===== src/hdl/assert_macros.svh =====
// Assertion helpers used by the engine core.
`ifndef ASSERT_MACROS_SVH
`define ASSERT_MACROS_SVH

// Clocked property check, ignored while reset is held.
`define ASSERT_CLK(label, clk, rst_n, prop, msg) \
    label: assert property (@(posedge clk) disable iff (!rst_n) (prop)) \
        else $error(msg);

// Implication check: when cond holds, expr must hold in the same cycle.
`define ASSERT_IMPLY(label, clk, rst_n, cond, expr, msg) \
    label: assert property (@(posedge clk) disable iff (!rst_n) (cond) |-> (expr)) \
        else $error(msg);

`endif


===== src/hdl/tcbe_pkg.sv =====
package tcbe_pkg;

    // field widths of the request and response words
    localparam int KIND_W  = 2;
    localparam int SIZE_W  = 28;
    localparam int CLASS_W = 7;

    // request kinds
    localparam logic [KIND_W-1:0] KIND_INSERT = 2'd0;
    localparam logic [KIND_W-1:0] KIND_FIND   = 2'd1;
    localparam logic [KIND_W-1:0] KIND_CLEAR  = 2'd2;

    // sizing constants
    localparam logic [SIZE_W:0] MIN_SIZE     = 29'd8;
    localparam logic [SIZE_W:0] HEADER_BYTES = 29'd8;
    localparam int              CLASS_BIAS   = 16;

endpackage


===== src/hdl/tcbe_if.sv =====
// Request channel: kind, size and class to clear.
interface tcbe_req_if;
    logic                              valid;
    logic                              ready;
    logic [tcbe_pkg::KIND_W-1:0]       kind;
    logic [tcbe_pkg::SIZE_W-1:0]       size_bytes;
    logic [tcbe_pkg::CLASS_W-1:0]      class_in;

    modport source (output valid, kind, size_bytes, class_in, input ready);
    modport sink   (input valid, kind, size_bytes, class_in, output ready);
endinterface

// Response channel: one word per request.
interface tcbe_rsp_if;
    logic                              valid;
    logic                              ready;
    logic                              found;
    logic [tcbe_pkg::CLASS_W-1:0]      class_out;
    logic [tcbe_pkg::SIZE_W-1:0]       raw_request;
    logic                              size_error;

    modport source (output valid, found, class_out, raw_request, size_error, input ready);
    modport sink   (input valid, found, class_out, raw_request, size_error, output ready);
endinterface


===== src/hdl/tlsf_class_bitmap_engine_core.sv =====
// Size-class bitmap engine for a two-level segregated fit allocator.
// Request channel i_req carries one word: kind (insert, find, clear),
// size_bytes and class_in. Response channel o_rsp returns exactly one word
// per request: found, class_out, raw_request and size_error.
// Insert marks the class of a free block size, find rounds a request,
// adds the header and returns the lowest marked class at or above it,
// clear unmarks a class. Rejected requests flag size_error and leave the
// map untouched.
// One request is in flight at a time; i_req.ready is high only when idle.
// A single 32-bit lowest-set-bit unit does all the searching: first it finds
// the class of the size, then, for find, it scans the map one word at a time.
// Insert and clear go from the class step straight to the output step; a find
// that is not rejected passes through the scan step in between. The next
// request is taken in the cycle after the response is loaded, never before.
// Reset (synchronous, active low) clears the map and drops o_rsp.valid.
// When the receiver stalls, the response is held in the output register
// and a finished request waits in its last step until that register frees.
`include "assert_macros.svh"

module tlsf_class_bitmap_engine_core #(
    parameter int MAP_WORDS   = 4,
    parameter int NUM_CLASSES = 100
) (
    input  logic          i_clk,
    input  logic          i_rst_n,
    tcbe_req_if.sink      i_req,
    tcbe_rsp_if.source    o_rsp
);

    localparam int CW     = tcbe_pkg::CLASS_W;
    localparam int SW     = tcbe_pkg::SIZE_W;
    localparam int WI_W   = $clog2(MAP_WORDS);
    localparam int POS_W  = WI_W + 5;
    localparam logic [7:0]      NUM_CLS8 = 8'(NUM_CLASSES);
    localparam logic [POS_W-1:0] BIAS_P  = POS_W'(tcbe_pkg::CLASS_BIAS);
    localparam logic [WI_W-1:0] LAST_WORD = WI_W'(MAP_WORDS - 1);

    // sequencer states
    localparam logic [1:0] S_IDLE  = 2'd0;
    localparam logic [1:0] S_CLASS = 2'd1;
    localparam logic [1:0] S_SCAN  = 2'd2;
    localparam logic [1:0] S_OUT   = 2'd3;

    logic [1:0]                 r_state, n_state;
    logic [tcbe_pkg::KIND_W-1:0] r_kind, n_kind;
    logic [CW-1:0]              r_cin, n_cin;
    logic [SW:0]                r_val, n_val;
    logic [WI_W-1:0]            r_word, n_word;
    logic [4:0]                 r_bit, n_bit;
    logic [31:0]                r_map [MAP_WORDS];
    logic [31:0]                n_map [MAP_WORDS];

    // result of the current request, before the output register
    logic                       r_res_found, n_res_found;
    logic [CW-1:0]              r_res_cls, n_res_cls;
    logic [SW-1:0]              r_res_raw, n_res_raw;
    logic                       r_res_err, n_res_err;

    // output register
    logic                       r_o_valid, n_o_valid;
    logic                       r_o_found, n_o_found;
    logic [CW-1:0]              r_o_cls, n_o_cls;
    logic [SW-1:0]              r_o_raw, n_o_raw;
    logic                       r_o_err, n_o_err;

    // shared lowest-set-bit unit
    logic [31:0]                ffs_in;
    logic                       ffs_any;
    logic [4:0]                 ffs_idx;

    logic [31:0]                rev_val;
    logic [SW-1:0]              v_shift;
    logic [1:0]                 sub;
    logic [7:0]                 cls8;
    logic                       cls_big;
    logic [POS_W-1:0]           pos_cls;
    logic [POS_W-1:0]           pos_cin;
    logic [POS_W-1:0]           pos_hit;
    logic [SW-1:0]              s_min;
    logic [SW:0]                s_plus3;
    logic [SW:0]                s_round;

    assign i_req.ready       = (r_state == S_IDLE) && i_rst_n;
    assign o_rsp.valid       = r_o_valid;
    assign o_rsp.found       = r_o_found;
    assign o_rsp.class_out   = r_o_cls;
    assign o_rsp.raw_request = r_o_raw;
    assign o_rsp.size_error  = r_o_err;

    // size bit-reversed so its leading one becomes the lowest set bit
    always_comb begin
        rev_val = '0;
        for (int i = 0; i < SW; i++) begin
            rev_val[i] = r_val[SW-1-i];
        end
    end

    // operand select for the shared unit
    always_comb begin
        case (r_state)
            S_CLASS: ffs_in = rev_val;
            S_SCAN:  ffs_in = r_map[r_word] & (32'hFFFF_FFFF << r_bit);
            default: ffs_in = '0;
        endcase
    end

    // lowest set bit
    always_comb begin
        ffs_any = 1'b0;
        ffs_idx = '0;
        for (int i = 31; i >= 0; i--) begin
            if (ffs_in[i]) begin
                ffs_any = 1'b1;
                ffs_idx = 5'(i);
            end
        end
    end

    // class = 4*len + sub - 16, with len = 28 - idx
    always_comb begin
        v_shift = r_val[SW-1:0] << ffs_idx;
        sub     = v_shift[SW-2:SW-3];
        cls8    = 8'd96 - {1'b0, ffs_idx, 2'b00} + {6'd0, sub};
        cls_big = (cls8 >= NUM_CLS8);
        pos_cls = POS_W'(cls8) + BIAS_P;
        pos_cin = POS_W'(r_cin) + BIAS_P;
        pos_hit = {r_word, ffs_idx};
    end

    // request rounding: max(size,8) up to a multiple of 4, plus header
    always_comb begin
        s_min   = (i_req.size_bytes < SW'(tcbe_pkg::MIN_SIZE)) ?
                  SW'(tcbe_pkg::MIN_SIZE) : i_req.size_bytes;
        s_plus3 = {1'b0, s_min} + 29'd3;
        s_round = {s_plus3[SW:2], 2'b00} + tcbe_pkg::HEADER_BYTES;
    end

    // sequencer
    always_comb begin
        n_state     = r_state;
        n_kind      = r_kind;
        n_cin       = r_cin;
        n_val       = r_val;
        n_word      = r_word;
        n_bit       = r_bit;
        n_map       = r_map;
        n_res_found = r_res_found;
        n_res_cls   = r_res_cls;
        n_res_raw   = r_res_raw;
        n_res_err   = r_res_err;
        n_o_valid   = r_o_valid & ~o_rsp.ready;
        n_o_found   = r_o_found;
        n_o_cls     = r_o_cls;
        n_o_raw     = r_o_raw;
        n_o_err     = r_o_err;

        case (r_state)
            S_IDLE: begin
                if (i_req.valid) begin
                    n_kind  = i_req.kind;
                    n_cin   = i_req.class_in;
                    n_val   = (i_req.kind == tcbe_pkg::KIND_FIND) ?
                              s_round : {1'b0, i_req.size_bytes};
                    n_state = S_CLASS;
                end
            end
            S_CLASS: begin
                n_res_found = 1'b0;
                n_res_cls   = '0;
                n_res_raw   = '0;
                n_res_err   = 1'b0;
                n_state     = S_OUT;
                case (r_kind)
                    tcbe_pkg::KIND_INSERT: begin
                        if (r_val < tcbe_pkg::MIN_SIZE || cls_big) begin
                            n_res_err = 1'b1;
                        end else begin
                            n_map[pos_cls[POS_W-1:5]] = r_map[pos_cls[POS_W-1:5]] |
                                                        (32'h1 << pos_cls[4:0]);
                            n_res_cls = cls8[CW-1:0];
                        end
                    end
                    tcbe_pkg::KIND_FIND: begin
                        if (r_val[SW]) begin
                            n_res_err = 1'b1;
                        end else begin
                            n_res_raw = r_val[SW-1:0];
                            if (cls_big) begin
                                n_res_err = 1'b1;
                            end else begin
                                n_word  = pos_cls[POS_W-1:5];
                                n_bit   = pos_cls[4:0];
                                n_state = S_SCAN;
                            end
                        end
                    end
                    tcbe_pkg::KIND_CLEAR: begin
                        if ({1'b0, r_cin} >= NUM_CLS8) begin
                            n_res_err = 1'b1;
                        end else begin
                            n_map[pos_cin[POS_W-1:5]] = r_map[pos_cin[POS_W-1:5]] &
                                                        ~(32'h1 << pos_cin[4:0]);
                            n_res_cls = r_cin;
                        end
                    end
                    default: begin
                        n_res_err = 1'b0;
                    end
                endcase
            end
            S_SCAN: begin
                // one map word per cycle
                if (ffs_any) begin
                    n_res_found = 1'b1;
                    n_res_cls   = CW'(pos_hit - BIAS_P);
                    n_state     = S_OUT;
                end else if (r_word == LAST_WORD) begin
                    n_state = S_OUT;
                end else begin
                    n_word = r_word + 1'b1;
                    n_bit  = '0;
                end
            end
            S_OUT: begin
                if (!r_o_valid || o_rsp.ready) begin
                    n_o_valid = 1'b1;
                    n_o_found = r_res_found;
                    n_o_cls   = r_res_cls;
                    n_o_raw   = r_res_raw;
                    n_o_err   = r_res_err;
                    n_state   = S_IDLE;
                end
            end
            default: begin
                n_state = S_IDLE;
            end
        endcase
    end

    // control and map registers
    always_ff @(posedge i_clk) begin
        if (!i_rst_n) begin
            r_state   <= S_IDLE;
            r_o_valid <= 1'b0;
            for (int i = 0; i < MAP_WORDS; i++) begin
                r_map[i] <= '0;
            end
        end else begin
            r_state   <= n_state;
            r_o_valid <= n_o_valid;
            r_map     <= n_map;
        end
    end

    // payload registers
    always_ff @(posedge i_clk) begin
        r_kind      <= n_kind;
        r_cin       <= n_cin;
        r_val       <= n_val;
        r_word      <= n_word;
        r_bit       <= n_bit;
        r_res_found <= n_res_found;
        r_res_cls   <= n_res_cls;
        r_res_raw   <= n_res_raw;
        r_res_err   <= n_res_err;
        r_o_found   <= n_o_found;
        r_o_cls     <= n_o_cls;
        r_o_raw     <= n_o_raw;
        r_o_err     <= n_o_err;
    end

    // checks
    `ASSERT_CLK(a_accept_busy, i_clk, i_rst_n,
        (i_req.valid && i_req.ready) |=> (r_state == S_CLASS),
        "accepted word did not start class step")
    `ASSERT_CLK(a_rsp_from_out, i_clk, i_rst_n,
        $rose(r_o_valid) |-> ($past(r_state) == S_OUT),
        "response loaded outside the output step")
    `ASSERT_IMPLY(a_found_no_err, i_clk, i_rst_n,
        r_o_valid && r_o_found, !r_o_err && (r_o_raw != '0),
        "found response carries an error or no raw request")

endmodule

===== src/flat_wrapper.sv =====
// flat-port wrapper written by rule: the top's interface ports become plain ports
module tlsf_class_bitmap_engine_core_flat 
#(
    parameter int MAP_WORDS   = 4,
    parameter int NUM_CLASSES = 100
)
  (i_clk, i_rst_n, i_req_valid, i_req_kind, i_req_size_bytes, i_req_class_in, i_req_ready, o_rsp_valid, o_rsp_found, o_rsp_class_out, o_rsp_raw_request, o_rsp_size_error, o_rsp_ready);
  tcbe_req_if i_req_i ();
  tcbe_rsp_if o_rsp_i ();
  input  logic i_clk;
  input  logic i_rst_n;
  input wire logic [$bits(i_req_i.valid)-1:0] i_req_valid;
  input wire logic [$bits(i_req_i.kind)-1:0] i_req_kind;
  input wire logic [$bits(i_req_i.size_bytes)-1:0] i_req_size_bytes;
  input wire logic [$bits(i_req_i.class_in)-1:0] i_req_class_in;
  output wire logic [$bits(i_req_i.ready)-1:0] i_req_ready;
  output wire logic [$bits(o_rsp_i.valid)-1:0] o_rsp_valid;
  output wire logic [$bits(o_rsp_i.found)-1:0] o_rsp_found;
  output wire logic [$bits(o_rsp_i.class_out)-1:0] o_rsp_class_out;
  output wire logic [$bits(o_rsp_i.raw_request)-1:0] o_rsp_raw_request;
  output wire logic [$bits(o_rsp_i.size_error)-1:0] o_rsp_size_error;
  input wire logic [$bits(o_rsp_i.ready)-1:0] o_rsp_ready;
  assign i_req_i.valid = i_req_valid;
  assign i_req_i.kind = i_req_kind;
  assign i_req_i.size_bytes = i_req_size_bytes;
  assign i_req_i.class_in = i_req_class_in;
  assign i_req_ready = i_req_i.ready;
  assign o_rsp_valid = o_rsp_i.valid;
  assign o_rsp_found = o_rsp_i.found;
  assign o_rsp_class_out = o_rsp_i.class_out;
  assign o_rsp_raw_request = o_rsp_i.raw_request;
  assign o_rsp_size_error = o_rsp_i.size_error;
  assign o_rsp_i.ready = o_rsp_ready;
  tlsf_class_bitmap_engine_core #(.MAP_WORDS(MAP_WORDS), .NUM_CLASSES(NUM_CLASSES)) u_core (.i_clk(i_clk), .i_rst_n(i_rst_n), .i_req(i_req_i), .o_rsp(o_rsp_i));
endmodule

===== config.mk =====
export PLATFORM = sky130hd
export DESIGN_NAME = tlsf_class_bitmap_engine_core_flat
export DESIGN_NICKNAME = d
export VERILOG_FILES = /design/src/hdl/tcbe_pkg.sv /design/src/hdl/tcbe_if.sv /design/src/hdl/tlsf_class_bitmap_engine_core.sv /design/src/flat_wrapper.sv
export VERILOG_INCLUDE_DIRS = /design/src /design/src/hdl
export SDC_FILE = /design/constraint.sdc
export NUM_CORES = 1
export LEC_CHECK = 0
export ABC_AREA = 1
export BUFFER_PORTS_ARGS = -buffer_cell sky130_fd_sc_hd__buf_2
export CAP_MARGIN = 5
export CORE_MARGIN = 8
export CORE_UTILIZATION = 38
export DETAILED_ROUTE_END_ITERATION = 8
export REMOVE_ABC_BUFFERS = 1
export SETUP_SLACK_MARGIN = 0.05
export SYNTH_ARGS = -nofsm -noshare
export SYNTH_HDL_FRONTEND = slang
export SYNTH_SLANG_ARGS = --single-unit

===== constraint.sdc =====
create_clock -name i_clk -period 16.5 [get_ports i_clk]
set_input_delay 2.475 -clock i_clk [delete_from_list [all_inputs] [get_ports i_clk]]
set_output_delay 2.475 -clock i_clk [all_outputs]
set_load 0.01 [all_outputs]

### Yosys cells after proc, flatten, opt, wreduce, memory -nomap -nowiden

Index checks and enable logic that the tools add are counted.

| storage, ports and cells | value |
|---|---|
| bits in registers | 250 |
| latch bits | 0 |
| RAM bits | 0 |
| ROM bits | 0 |
| bits of input ports | 41 |
| memories | 0 |

| operators by class | value |
|---|---|
| add/sub/neg operators | 8 |
| $mul | 0 |
| divide/modulo/power cells | 0 |
| magnitude comparators | 9 |
| eq/ne operators | 18 |
| shifts and indexed selects | 4 |
| mux-type cells | 119 |
| bitwise logic cells | 10 |
| reduce and logical (&&, ||, !) cells | 17 |

Operators by type and width:

| operator | count |
|---|---|
| 128-bit bitwise mux | 2 |
| 128-bit two-way mux | 2 |
| 32-bit two-way mux | 8 |
| 128-bit case mux with 2 select lines | 1 |
| 32-bit binary-select mux with 2-bit select | 3 |
| 5-bit two-way mux | 37 |
| 32-bit demux with 2-bit select | 2 |
| 32-bit bitwise AND | 2 |
| 32-bit case mux with 2 select lines | 1 |
| 1-bit by 5-bit left shift with 32-bit output (first input constant) | 2 |
| 28-bit two-way mux | 2 |
| 1-bit two-way mux | 40 |
| 32-bit inverter | 1 |
| 32-bit bitwise OR | 1 |
| 32-bit by 5-bit left shift with 32-bit output (first input constant) | 1 |
| 28-bit by 2-bit adder with 29-bit output (second input constant) | 1 |
| 29-bit by 4-bit adder with 29-bit output (second input constant) | 1 |
| 29-bit by 4-bit less-than comparator with 1-bit output (second input constant) | 1 |
| 28-bit by 4-bit less-than comparator with 1-bit output (second input constant) | 1 |
| 7-bit case mux with 2 select lines | 2 |
| 28-bit by 5-bit left shift with 27-bit output | 1 |
| 2-bit two-way mux | 11 |
| 7-bit two-way mux | 3 |
| 2-bit != test (second input constant) | 8 |
| other kinds (31) | 51 |

### Logic depth before layout (Yosys ltp)

Gate-level depths: netlist (run 1).

| depth | value |
|---|---|
| depth after elaboration | 49 |
| depth in mapped cells | 60 |
| depth with buffers taken out | 54 |

### Least setup slack after synthesis (run 1)

No wires, ideal clock.

| timing | value |
|---|---|
| kind | reg2reg |
| from | reg u_core.r_state[1] |
| to | reg u_core.r_map[49] (netlist bit) |
| setup time | 113 ps |
| arrival time | 6260 ps |
| required time | 16387 ps |
| setup slack | 10127 ps |
| cell stages (with the launch flop) | 57 |
| buffers on the path | 6 |
| period minus slack after synthesis | 6373 ps |
| path through | dfxtp_1 -> inv_1 -> ha_1 -> clkbuf_1 -> inv_1 -> o21ai_0 -> nand2_1 -> nand2_1 -> nand2_1 -> nand2_1 -> nand2_1 -> nand2_1 -> nand2_1 -> nand2_1 -> nand2_1 -> nand2_1 -> nand2_1 -> nand2_1 -> [21 not listed] -> or2_2 -> nand2_1 -> clkinv_1 -> clkbuf_1 -> ha_1 -> inv_1 -> nor2_1 -> inv_2 -> nand2_2 -> nor2_2 -> clkbuf_1 -> a22oi_1 -> o221ai_1 -> nand2_1 -> nand2_1 -> o21ai_0 -> nor2_1 -> nor2_1 |

| on the way | value |
|---|---|
| word-level cells in the longest chain between the ends | 45 |
| elaborated cells between the ends (all ways) | 57 |

Ends and longest elaborated chain:

| element | RTL line | RTL |
|---|---|---|
| start: declaration | tlsf_class_bitmap_engine_core.sv:44 | `logic [1:0] r_state, n_state;` |
| start signal: assignment | tlsf_class_bitmap_engine_core.sv:249 | `r_state <= n_state;` |
| 2-bit == test / 2-bit by 1-bit == test with 1-bit output (equally long branches) | tlsf_class_bitmap_engine_core.sv:100, tlsf_class_bitmap_engine_core.sv:157 |  |
| 32-bit case mux with 2 select lines | tlsf_class_bitmap_engine_core.sv:100 | `case (r_state)` |
| 5-bit two-way mux (32 in series) | tlsf_class_bitmap_engine_core.sv:112 | `if (ffs_in[i]) begin` |
| 7-bit by 7-bit subtractor with 8-bit output / 28-bit by 5-bit left shift with 27-bit output (equally long branches) | tlsf_class_bitmap_engine_core.sv:123, tlsf_class_bitmap_engine_core.sv:121 |  |
| 8-bit by 2-bit adder with 8-bit output | tlsf_class_bitmap_engine_core.sv:123 | `cls8 = 8'd96 - {1'b0, ffs_idx, 2'b00} + {6'd0, sub};` |
| 7-bit by 5-bit adder with 7-bit output | tlsf_class_bitmap_engine_core.sv:125 | `pos_cls = POS_W'(cls8) + BIAS_P;` |
| 2-bit inverter with 3-bit output (not written as such) | tlsf_class_bitmap_engine_core.sv:178 | `n_map[pos_cls[POS_W-1:5]] = r_map[pos_cls[POS_W-1:5]] \|` |
| 3-bit greater-or-equal comparator (not written as such) (tied with other cells) | tlsf_class_bitmap_engine_core.sv:178 |  |
| 1-bit logical AND (not written as such) / 32-bit two-way mux (equally long branches) | tlsf_class_bitmap_engine_core.sv:178 |  |
| 32-bit two-way mux (not written as such) | tlsf_class_bitmap_engine_core.sv:178 |  |
| 32-bit demux with 2-bit select / 32-bit bitwise OR (equally long branches) | tlsf_class_bitmap_engine_core.sv:178 |  |
| 128-bit bitwise mux | tlsf_class_bitmap_engine_core.sv:178 |  |
| 128-bit two-way mux | tlsf_class_bitmap_engine_core.sv:175 | `if (r_val < tcbe_pkg::MIN_SIZE \|\| cls_big) begin` |
| 128-bit case mux with 2 select lines | tlsf_class_bitmap_engine_core.sv:173 | `case (r_kind)` |
| end signal: assignment | tlsf_class_bitmap_engine_core.sv:251 | `r_map <= n_map;` |
| end: declaration | tlsf_class_bitmap_engine_core.sv:50 | `logic [31:0] r_map [MAP_WORDS];` |

Parallel ways exist; a longest one is shown, timed or not. The select of a mux whose other input is x is not followed.
A chain may end at the register's enable or synchronous reset.

### Worst setup path after layout (run 1)

| timing | value |
|---|---|
| from | reg u_core.r_word[0] |
| to | reg u_core.r_map[26] (netlist bit) |

| on the way | value |
|---|---|
| word-level cells in the longest chain between the ends | 49 |
| elaborated cells between the ends (all ways) | 60 |

Ends and longest elaborated chain:

| element | RTL line | RTL |
|---|---|---|
| start: declaration | tlsf_class_bitmap_engine_core.sv:48 | `logic [WI_W-1:0] r_word, n_word;` |
| start signal: assignment | tlsf_class_bitmap_engine_core.sv:260 | `r_word <= n_word;` |
| 2-bit inverter with 3-bit output (not written as such) * | tlsf_class_bitmap_engine_core.sv:102 | `S_SCAN: ffs_in = r_map[r_word] & (32'hFFFF_FFFF << r_bit);` |
| 32-bit binary-select mux with 2-bit select * | tlsf_class_bitmap_engine_core.sv:102 |  |
| 32-bit two-way mux (not written as such) * (2 in series) | tlsf_class_bitmap_engine_core.sv:102 |  |
| 32-bit bitwise AND * | tlsf_class_bitmap_engine_core.sv:102 |  |
| 32-bit case mux with 2 select lines * | tlsf_class_bitmap_engine_core.sv:100 |  |
| 5-bit two-way mux (31 in series) | tlsf_class_bitmap_engine_core.sv:112 |  |
| 5-bit two-way mux * | tlsf_class_bitmap_engine_core.sv:112 |  |
| 7-bit by 7-bit subtractor with 8-bit output / 28-bit by 5-bit left shift with 27-bit output (equally long branches) | tlsf_class_bitmap_engine_core.sv:123, tlsf_class_bitmap_engine_core.sv:121 |  |
| [2 not listed] | n/a |  |
| 2-bit inverter with 3-bit output (not written as such) | tlsf_class_bitmap_engine_core.sv:178 |  |
| 3-bit greater-or-equal comparator (not written as such) (tied with other cells) | tlsf_class_bitmap_engine_core.sv:178 |  |
| 1-bit logical AND (not written as such) / 32-bit two-way mux (equally long branches) | tlsf_class_bitmap_engine_core.sv:178 |  |
| 32-bit two-way mux (not written as such) | tlsf_class_bitmap_engine_core.sv:178 |  |
| 32-bit demux with 2-bit select / 32-bit bitwise OR (equally long branches) | tlsf_class_bitmap_engine_core.sv:178 |  |
| 128-bit bitwise mux | tlsf_class_bitmap_engine_core.sv:178 |  |
| 128-bit two-way mux | tlsf_class_bitmap_engine_core.sv:175 |  |
| 128-bit case mux with 2 select lines | tlsf_class_bitmap_engine_core.sv:173 |  |

Every way passes the cells marked *; elsewhere a longest branch is shown, timed or not. The select of a mux whose other input is x is not followed.

==> results of run 1 <==
-- cells in the mapped netlist (all sizes together) --
cell	n	share of area [%]
xor2	10	0.51
a31oi	7	0.26
inv	289	6.3
a22oi	33	1.4
o21bai	2	0.087
a21oi	90	2.6
nand3	110	3.3
o21a	1	0.044
o2111ai	2	0.10
a2111oi	3	0.15
o31ai	4	0.17
nand4	38	1.7
o41ai	4	0.20
and2	1	0.036
o221ai	40	2.0
o311ai	1	0.051
dfxtp	131	15
o22ai	51	1.9
clkinv	5	0.11
o32ai	4	0.20
a211oi	20	0.87
buf	75	2.7
xnor2	2	0.10
o211ai	7	0.36
clkbuf	66	1.4
nand2	887	20
a31o	2	0.10
nor2	418	9.8
or2	7	0.26
o21ai	171	5.0
nor4	7	0.38
edfxtp	119	21
nand3b	2	0.087
nor3	24	0.76
ha	14	1.0
-- path summary, 6_finish.rpt --
check	cells after the start	slack (ns)	startpoint	to
max reg2reg	28	7.81	u_core.r_word[0]	u_core.r_map[26]
min	0	0.42	u_core.r_res_cls[3]	u_core.o_rsp.class_out[3]
min reg2reg	0	0.42	u_core.r_res_cls[3]	u_core.o_rsp.class_out[3]
max	28	7.81	u_core.r_word[0]	u_core.r_map[26]
-- critical path, delay by kind of cell (launching register included) --
kind / cells / cell delay (ns)
compound gates: 8 / 1.98
simple gates: 12 / 2.94
flops: 1 / 0.59
fa+ha+maj: 2 / 0.80
buf+inv: 6 / 2.13
-- cell type report --
type | instances | area [um2] | share of cell area (%)
well taps | 600 | 751 | 4.02
clock buffers | 33 | 719 | 3.86
multi-input cells | 1962 | 9200 | 49.3
clock inverters | 19 | 113 | 0.603
flip-flops and latches | 250 | 6200 | 33.2
repair buffers | 103 | 578 | 3.10
inverters | 294 | 1110 | 5.94
-- layer usage --
metal  share of wire (%)  track usage, %  vias up
met5                   0               0        -
met4                 5.6            13.6        0
met3                 9.5            4.89      221
met2                  42            35.7      949
met1                  42            31.7     8457
li1                    -               -     8606
-- layout by cell type (no fill, tap or decap), types with 14 or more instances in the layout --
cell type,n
inv_2,28
nor2_2,19
clkinv_1,15
buf_4,25
nor2_1,384
o21ai_0,130
nor2_4,15
nand2_1,875
nand3_1,108
o221ai_1,40
dfxtp_1,131
ha_1,14
o21ai_1,39
o22ai_1,51
inv_1,257
a21oi_1,89
buf_2,78
a211oi_1,20
a22oi_1,33
edfxtp_1,119
clkbuf_16,28
nor3_1,22
nand4_1,34
-- cells by family (layout without fill, tap and decap cells) --
group                    after synthesis  count (layout)
XOR/XNOR                              12              12
adder cells (fa/ha/maj)               14              14
AO/OA/AOI/OAI                        442             442
flip-flops                           250             250
AND/OR/NAND/NOR                     1494            1494
buffers and inverters                435             449
-- state kept, by name, indices dropped and copies added, names as in the netlist --
signal	count
u_core.r_res_cls	7
u_core.r_cin	7
u_core.r_word	2
u_core.r_state	2
u_core.r_res_raw	28
u_core.o_rsp.raw_request	28
u_core.r_res_err	1
u_core.o_rsp.found	1
u_core.r_bit	5
u_core.r_map	128
u_core.r_res_found	1
u_core.o_rsp.size_error	1
u_core.r_val	29
u_core.r_kind	2
u_core.o_rsp.class_out	7
u_core.o_rsp.valid	1
-- metrics by stage --
step / worst slack (ns) / utilization [%] / instance area (um2) / hold WS (ns)
floorplan: 8.21 / - / 16400 / 0.400
global placement: 8.31 / 39.6 / 17800 / 0.403
detailed placement: 8.08 / 39.6 / 17800 / 0.405
CTS: 8.02 / 41.5 / 18700 / 0.420
global route: 7.08 / 41.5 / 18700 / 0.421
finish: 7.81 / 41.5 / 18700 / 0.418
==> impl_results.rst, run 1 <==
.. list-table::
   :header-rows: 1

   * - Metric
     - Value
   * - Core footprint
     - 45000 um2
   * - Area Overhead vs Synth
     - 8.73%
   * - Aggregate global-route resource usage
     - 23.9%
   * - Clock tree from TritonCTS
     - built
   * - I/O pin count
     - 80
   * - Hold Vio Cnt, Final
     - 0
   * - Drt initial violations
     - about 2300
   * - Kind of critical path
     - reg -> reg
   * - Fin cells
     - 3261
   * - Crit path time final
     - 8.69 ns
   * - Upper clock frequency limit
     - 115 MHz
   * - Number of global-route vias before repair
     - 17000
   * - Fraction of final layout cells with drive strength greater than 1
     - 9.06%
   * - Number of inserted diodes
     - 0
   * - Post-route clock skew
     - 0.0302 ns
   * - Period utilisation layout
     - between 50% and 60%
   * - Clock tree sinks
     - 250
   * - Netlist area before placement
     - 17200 um2
   * - Drt wl/cell
     - between 20 and 25 um
   * - Worst setup EP type
     - flip-flop
   * - Combinational family with the most area after synthesis
     - simple AND/OR/NAND/NOR gates
   * - Area share of and/or/nand/nor cells after synthesis
     - 36.0%
   * - Run status
     - complete, no violations
   * - Die W
     - 229 um
   * - Number of antenna violations at the first check in global routing
     - 0
   * - Synth Area in Adders
     - between 1 and 1.5%
   * - Portion of the post-synthesis area used by sequential elements
     - 36.1%
   * - Number of distinct standard cells referenced by the synthesized netlist
     - 54
   * - Number of DRC violations after detailed routing
     - 0
   * - Total routed wirelength
     - ~65 mm
   * - Worst Max-Slew Pin Slew
     - 1.13 ns
   * - Per-instance average area after synthesis
     - 6.48 um2
   * - Synthesized netlist cell count
     - 2647
   * - Crit path largest cell delay
     - 0.84 ns
   * - Maximum Capacitance Violations
     - 0
   * - Final global-route overflow total
     - 0
   * - Slew margin rel.
     - roughly 25%
   * - First-pass iteration count of the detailed router
     - 7
   * - Count of input and output buffers
     - 79
   * - Min-delay worst type
     - reg -> reg
   * - Required time at the endpoint of the critical path
     - between 15 and 20 ns
   * - Number of fill cells in the layout
     - roughly 4700
   * - Total instance count after detailed placement
     - 3209
   * - Max-slew violation count
     - 0
   * - Total number of vias
     - ~18000
   * - Clock insertion delay at the later pin of the skew report
     - slightly below 0.6 ns
   * - Accumulated negative setup slack
     - 0 ns
   * - Multiplexer share of the synthesized area
     - 0%
   * - Clock transition at the register clock pins on the worst setup and hold paths after CTS
     - approximately 0.06 ns
   * - Most used cell along the critical path
     - nand2_1
   * - Final weighted congestion in routability-driven placement
     - 0.975
   * - Cts bufs inserted
     - 28
   * - RSZ-0062 raised after global routing
     - no
   * - Xor/xnor cell area share of the yosys netlist
     - 0.612%
   * - Number of rows in the core area
     - 78
   * - Drt via density
     - 5.59
   * - Remaining number of nets flagged by the antenna check after routing
     - 0
   * - Synth Area in Compound Gates
     - roughly 16%
   * - Maximum count of clock buffers along a single path
     - 3
   * - Die outline area
     - between 50000 and 60000 um2
   * - Cells resized by post-CTS repair
     - 0
   * - Root buffer cell
     - clkbuf_16
   * - First-pass GRT wire length
     - 99.6 mm
   * - H-tree levels
     - 1
   * - Fin nets
     - 2694
   * - Largest net degree at the start of global routing
     - 76
   * - Number of buffers inserted by post-CTS setup repair
     - 0
   * - Post-cts hold buffer count
     - 0
   * - WP data arrival
     - approximately 9.2 ns
   * - Final setup violation count
     - 0
   * - Flip-flop and latch count after synthesis
     - 250
   * - Effective utilization at floorplan
     - between 30% and 40%
   * - Die boundary height
     - 229 um
   * - Yosys warning count
     - 0
   * - Worst-path maximum fanout
     - 70
   * - CP max stage cell
     - nand4_4
   * - Crit path launch type
     - flip-flop
   * - Estimated wirelength of the detail-placed design
     - 42.9 mm
Power of run 1 is left out: the tool's default activity adds up to more than one toggle a clock period on the data nets, which glitch-free logic cannot reach.
==> inputs of run 2 (changes only) <==
- ABC_AREA: 1 -> 0
- clock period: 16.5 -> 7.7 ns (I/O delays scaled with it)
==> impl_results.rst, run 2 <==
.. list-table::
   :header-rows: 1

   * - Metric
     - Value
   * - Number of inserted diodes
     - 0 (unchanged)
   * - Kind of critical path
     - reg -> reg (unchanged)
   * - Flip-flop and latch count after synthesis
     - 250 (unchanged)
   * - Buffering stage count on the worst path with inverters included
     - 5 (was 6)
   * - Drt initial violations
     - 2008 (was 2281)
   * - Number of DRC violations after detailed routing
     - 0 (unchanged)
   * - Worst setup EP type
     - flip-flop (unchanged)
   * - Worst-path maximum fanout
     - 46 (was 70)
   * - Post-cts hold buffer count
     - 0 (unchanged)
   * - Most frequent cell after synthesis
     - o21ai_0 (was nand2_1)
   * - Upper clock frequency limit
     - 150 MHz (was 115 MHz)
   * - Final global-route overflow total
     - 0 (unchanged)
   * - Crit path launch type
     - flip-flop (unchanged)
   * - Netlist area before placement
     - 16600 um2 (was 17200 um2)
   * - Most frequently used flop master after synthesis
     - dfxtp_1 (unchanged)
   * - Worst Max-Slew Pin Slew
     - 1.30 ns (was 1.13 ns)
   * - Drt wl/cell
     - 27.4 um (was 20.0 um)
   * - Core footprint
     - 43100 um2 (was 45000 um2)
   * - Number of buffers inserted by post-CTS setup repair
     - 0 (unchanged)
   * - Number of antenna violations at the first check in global routing
     - 2 (was 0)
   * - Number of synthesized flops with an enable pin
     - 119 (unchanged)
   * - Crit path time final
     - 6.68 ns (was 8.69 ns)
   * - RSZ-0062 raised after global routing
     - no (unchanged)
   * - Cell-by-cell trace of the critical path
     - inv_1 -> ha_1 -> and3b_1 -> a32o_1 -> nor4_2 -> nand3_1 -> nor2_1 -> a21o_2 -> clkinv_2 -> ha_1 -> xnor2_1 -> buf_4 -> inv_2 -> ha_1 -> nor2_1 -> nor2_1 -> a211oi_1 -> o21ai_1 -> a211o_2 -> a21oi_4 -> buf_4 -> a41oi_1 -> a211oi_1
   * - Die outline area
     - 50600 um2 (was 52200 um2)
   * - Total number of vias
     - 16300 (was 18200)
   * - Clock insertion delay at the later pin of the skew report
     - 0.60 ns (was 0.59 ns)
   * - Final weighted congestion in routability-driven placement
     - 0.963 (was 0.975)
   * - First-pass GRT wire length
     - 98.5 mm (was 99.6 mm)
   * - I/O pin count
     - 80 (unchanged)
   * - Yosys top cell by area
     - edfxtp_1 (unchanged)
   * - Most frequent cells after synthesis
     - o21ai_0, nand2_1, dfxtp_1, edfxtp_1, nor2_1 (was nand2_1, nor2_1, inv_1, dfxtp_1, o21ai_0)
   * - Hold Vio Cnt, Final
     - 0 (unchanged)
   * - Clock tree from TritonCTS
     - built (unchanged)
   * - Met3 usage
     - 5.75% (was 4.89%)
   * - Worst slack, placed
     - 1.17 ns (was 8.08 ns)
   * - Number of global-route vias before repair
     - 15600 (was 17000)
   * - Aggregate global-route resource usage
     - 24.9% (was 23.9%)
   * - Cts bufs inserted
     - 28 (unchanged)
   * - Number of rows in the core area
     - 76 (was 78)
   * - First-pass iteration count of the detailed router
     - 8 (was 7)
   * - WP data arrival
     - 7.18 ns (was 9.19 ns)
   * - Commonest non-fill, non-tap cell in the layout
     - o21ai_0 (was nand2_1)
   * - H-tree levels
     - 1 (unchanged)
   * - Synthesized netlist cell count
     - 1787 (was 2647)
   * - Root buffer cell
     - clkbuf_16 (unchanged)
   * - Min-delay worst type
     - reg -> reg (unchanged)
   * - Hold WS
     - 0.419 ns (was 0.418 ns)
   * - Final setup violation count
     - 0 (unchanged)
   * - Estimated wirelength of the detail-placed design
     - 41.6 mm (was 42.9 mm)
   * - Total routed wirelength
     - 65.3 mm (was 65.4 mm)
   * - CP max stage cell
     - a211o_2 (was nand4_4)
   * - Run status
     - complete, no violations (unchanged)
   * - Die W
     - 225 um (was 229 um)
   * - Number of fill cells in the layout
     - 4149 (was 4715)
   * - Leading cell types in the layout, fill and taps excluded
     - o21ai_0, nand2_1, dfxtp_1 (was nand2_1, nor2_1, inv_1)
   * - Cells resized by post-CTS repair
     - 0 (unchanged)
   * - Die boundary height
     - 225 um (was 229 um)
   * - Clock transition at the register clock pins on the worst setup and hold paths after CTS
     - 0.07 ns (was 0.06 ns)
   * - Met2 Resource Use GR
     - 36.6% (was 35.7%)
   * - Effective utilization at floorplan
     - 38.5% (was 38.2%)
   * - Ranking of synthesized cells by area
     - edfxtp_1, dfxtp_1, mux4_2 (was edfxtp_1, nand2_1, dfxtp_1)
   * - Clock tree sinks
     - 250 (unchanged)
   * - Maximum Capacitance Violations
     - 0 (unchanged)
   * - Number of distinct standard cells referenced by the synthesized netlist
     - 93 (was 54)
   * - Period utilisation layout
     - 86.8% (was 52.7%)
   * - Accumulated negative setup slack
     - 0 ns (unchanged)
   * - Number of flip-flops under the largest register name
     - 128 (unchanged)
   * - Largest register by flop count
     - u_core.r_map (unchanged)
   * - Fraction of final layout cells with drive strength greater than 1
     - 16.7% (was 9.06%)
   * - Fin nets
     - 1831 (was 2694)
   * - Met1 Resource Use GR
     - 33.6% (was 31.7%)
   * - Most utilized layer in the global route result
     - met2 (unchanged)
   * - Fraction of synthesized cell area taken by the top area cell type
     - 21.5% (was 20.8%)
   * - Max-slew violation count
     - 0 (unchanged)
   * - Drt via density
     - 6.85 (was 5.59)
   * - Slew margin rel.
     - 12.8% (was 24.6%)
   * - Count of input and output buffers
     - 79 (unchanged)
   * - Family with the most delay on the worst path
     - compound AO/OA/AOI/OAI gates (was simple AND/OR/NAND/NOR gates)
   * - Largest net degree at the start of global routing
     - 102 (was 76)
   * - Crit path largest cell delay
     - 0.59 ns (was 0.84 ns)
   * - Remaining number of nets flagged by the antenna check after routing
     - 0 (unchanged)
   * - Portion of the post-synthesis area used by sequential elements
     - 37.3% (was 36.1%)
   * - Maximum count of clock buffers along a single path
     - 3 (unchanged)
   * - Smallest setup slack after layout
     - 1.02 ns (was 7.81 ns)
   * - Registers with the most flip-flops
     - u_core.r_map (128), u_core.r_val (29) (unchanged)
   * - Yosys warning count
     - 0 (unchanged)
   * - Required time at the endpoint of the critical path
     - 8.20 ns (was 17.00 ns)
   * - Share of flip-flops with an asynchronous set or reset
     - 0% (unchanged)
   * - Per-instance average area after synthesis
     - 9.28 um2 (was 6.48 um2)
   * - Area Overhead vs Synth
     - 11.3% (was 8.73%)
   * - Post-route clock skew
     - 0.0488 ns (was 0.0302 ns)
## run 2: metrics by stage
step / area (um2) / instances / util, %
4_1_cts: 18500 / 2383 / 42.9
5_1_grt: 18500 / 2383 / 42.9
2_1_floorplan: 15800 / 1616 / -
3_3_place_gp: 17400 / 2331 / 40.5
6_report: 18500 / 2383 / 42.9
3_5_place_dp: 17400 / 2331 / 40.5
## run 2: metal layers
metal	up-vias	part of all wire [%]
li1	7020	-
met1	8000	41
met2	1074	43
met3	219	11
met4	2	5.2
met5	-	0.020
## run 2: logic make-up after synthesis
logic type	Yosys count	synth area share, %
xor gates and xnor gates	34	1.89
adders and majority gates	14	1.06
AOI/OAI and AO/OA	635	26.8
muxes	80	9.65
and+or+nand+nor	583	17.8
buffers and inverters	191	5.49
DFF	250	37.3
## run 2: final cells by class
class	count	area (um2)	area share [%]
multi-input cells	1346	9580	51.9
flip-flops and latches	250	6200	33.5
repair buffers	130	843	4.57
clock buffers	34	774	4.19
well taps	585	732	3.96
clock inverters	18	264	1.43
inverters	20	76.3	0.413
## run 2: worst paths after layout
path | startpoint | endpoint | slack [ns] | cells past startpoint
max | u_core.r_state[1] | u_core.r_map[74] | 1.02 | 23
min | u_core.r_res_cls[4] | u_core.o_rsp.class_out[4] | 0.42 | 0
max reg2reg | u_core.r_state[1] | u_core.r_map[74] | 1.02 | 23
min reg2reg | u_core.r_res_cls[4] | u_core.o_rsp.class_out[4] | 0.42 | 0
## run 2: worst reg2reg max path, stage by stage (launching register included)
cell and delay, ns:
dfxtp_1 0.41, inv_1 0.11, ha_1 0.41, and3b_1 0.42
a32o_1 0.36, nor4_2 0.43, nand3_1 0.24, nor2_1 0.20
a21o_2 0.34, clkinv_2 0.22, ha_1 0.32, xnor2_1 0.18
buf_4 0.21, inv_2 0.12, ha_1 0.24, nor2_1 0.10
nor2_1 0.05, a211oi_1 0.27, o21ai_1 0.16, a211o_2 0.59
a21oi_4 0.25, buf_4 0.49, a41oi_1 0.22, a211oi_1 0.27
Power of run 2 is left out for the same reason.
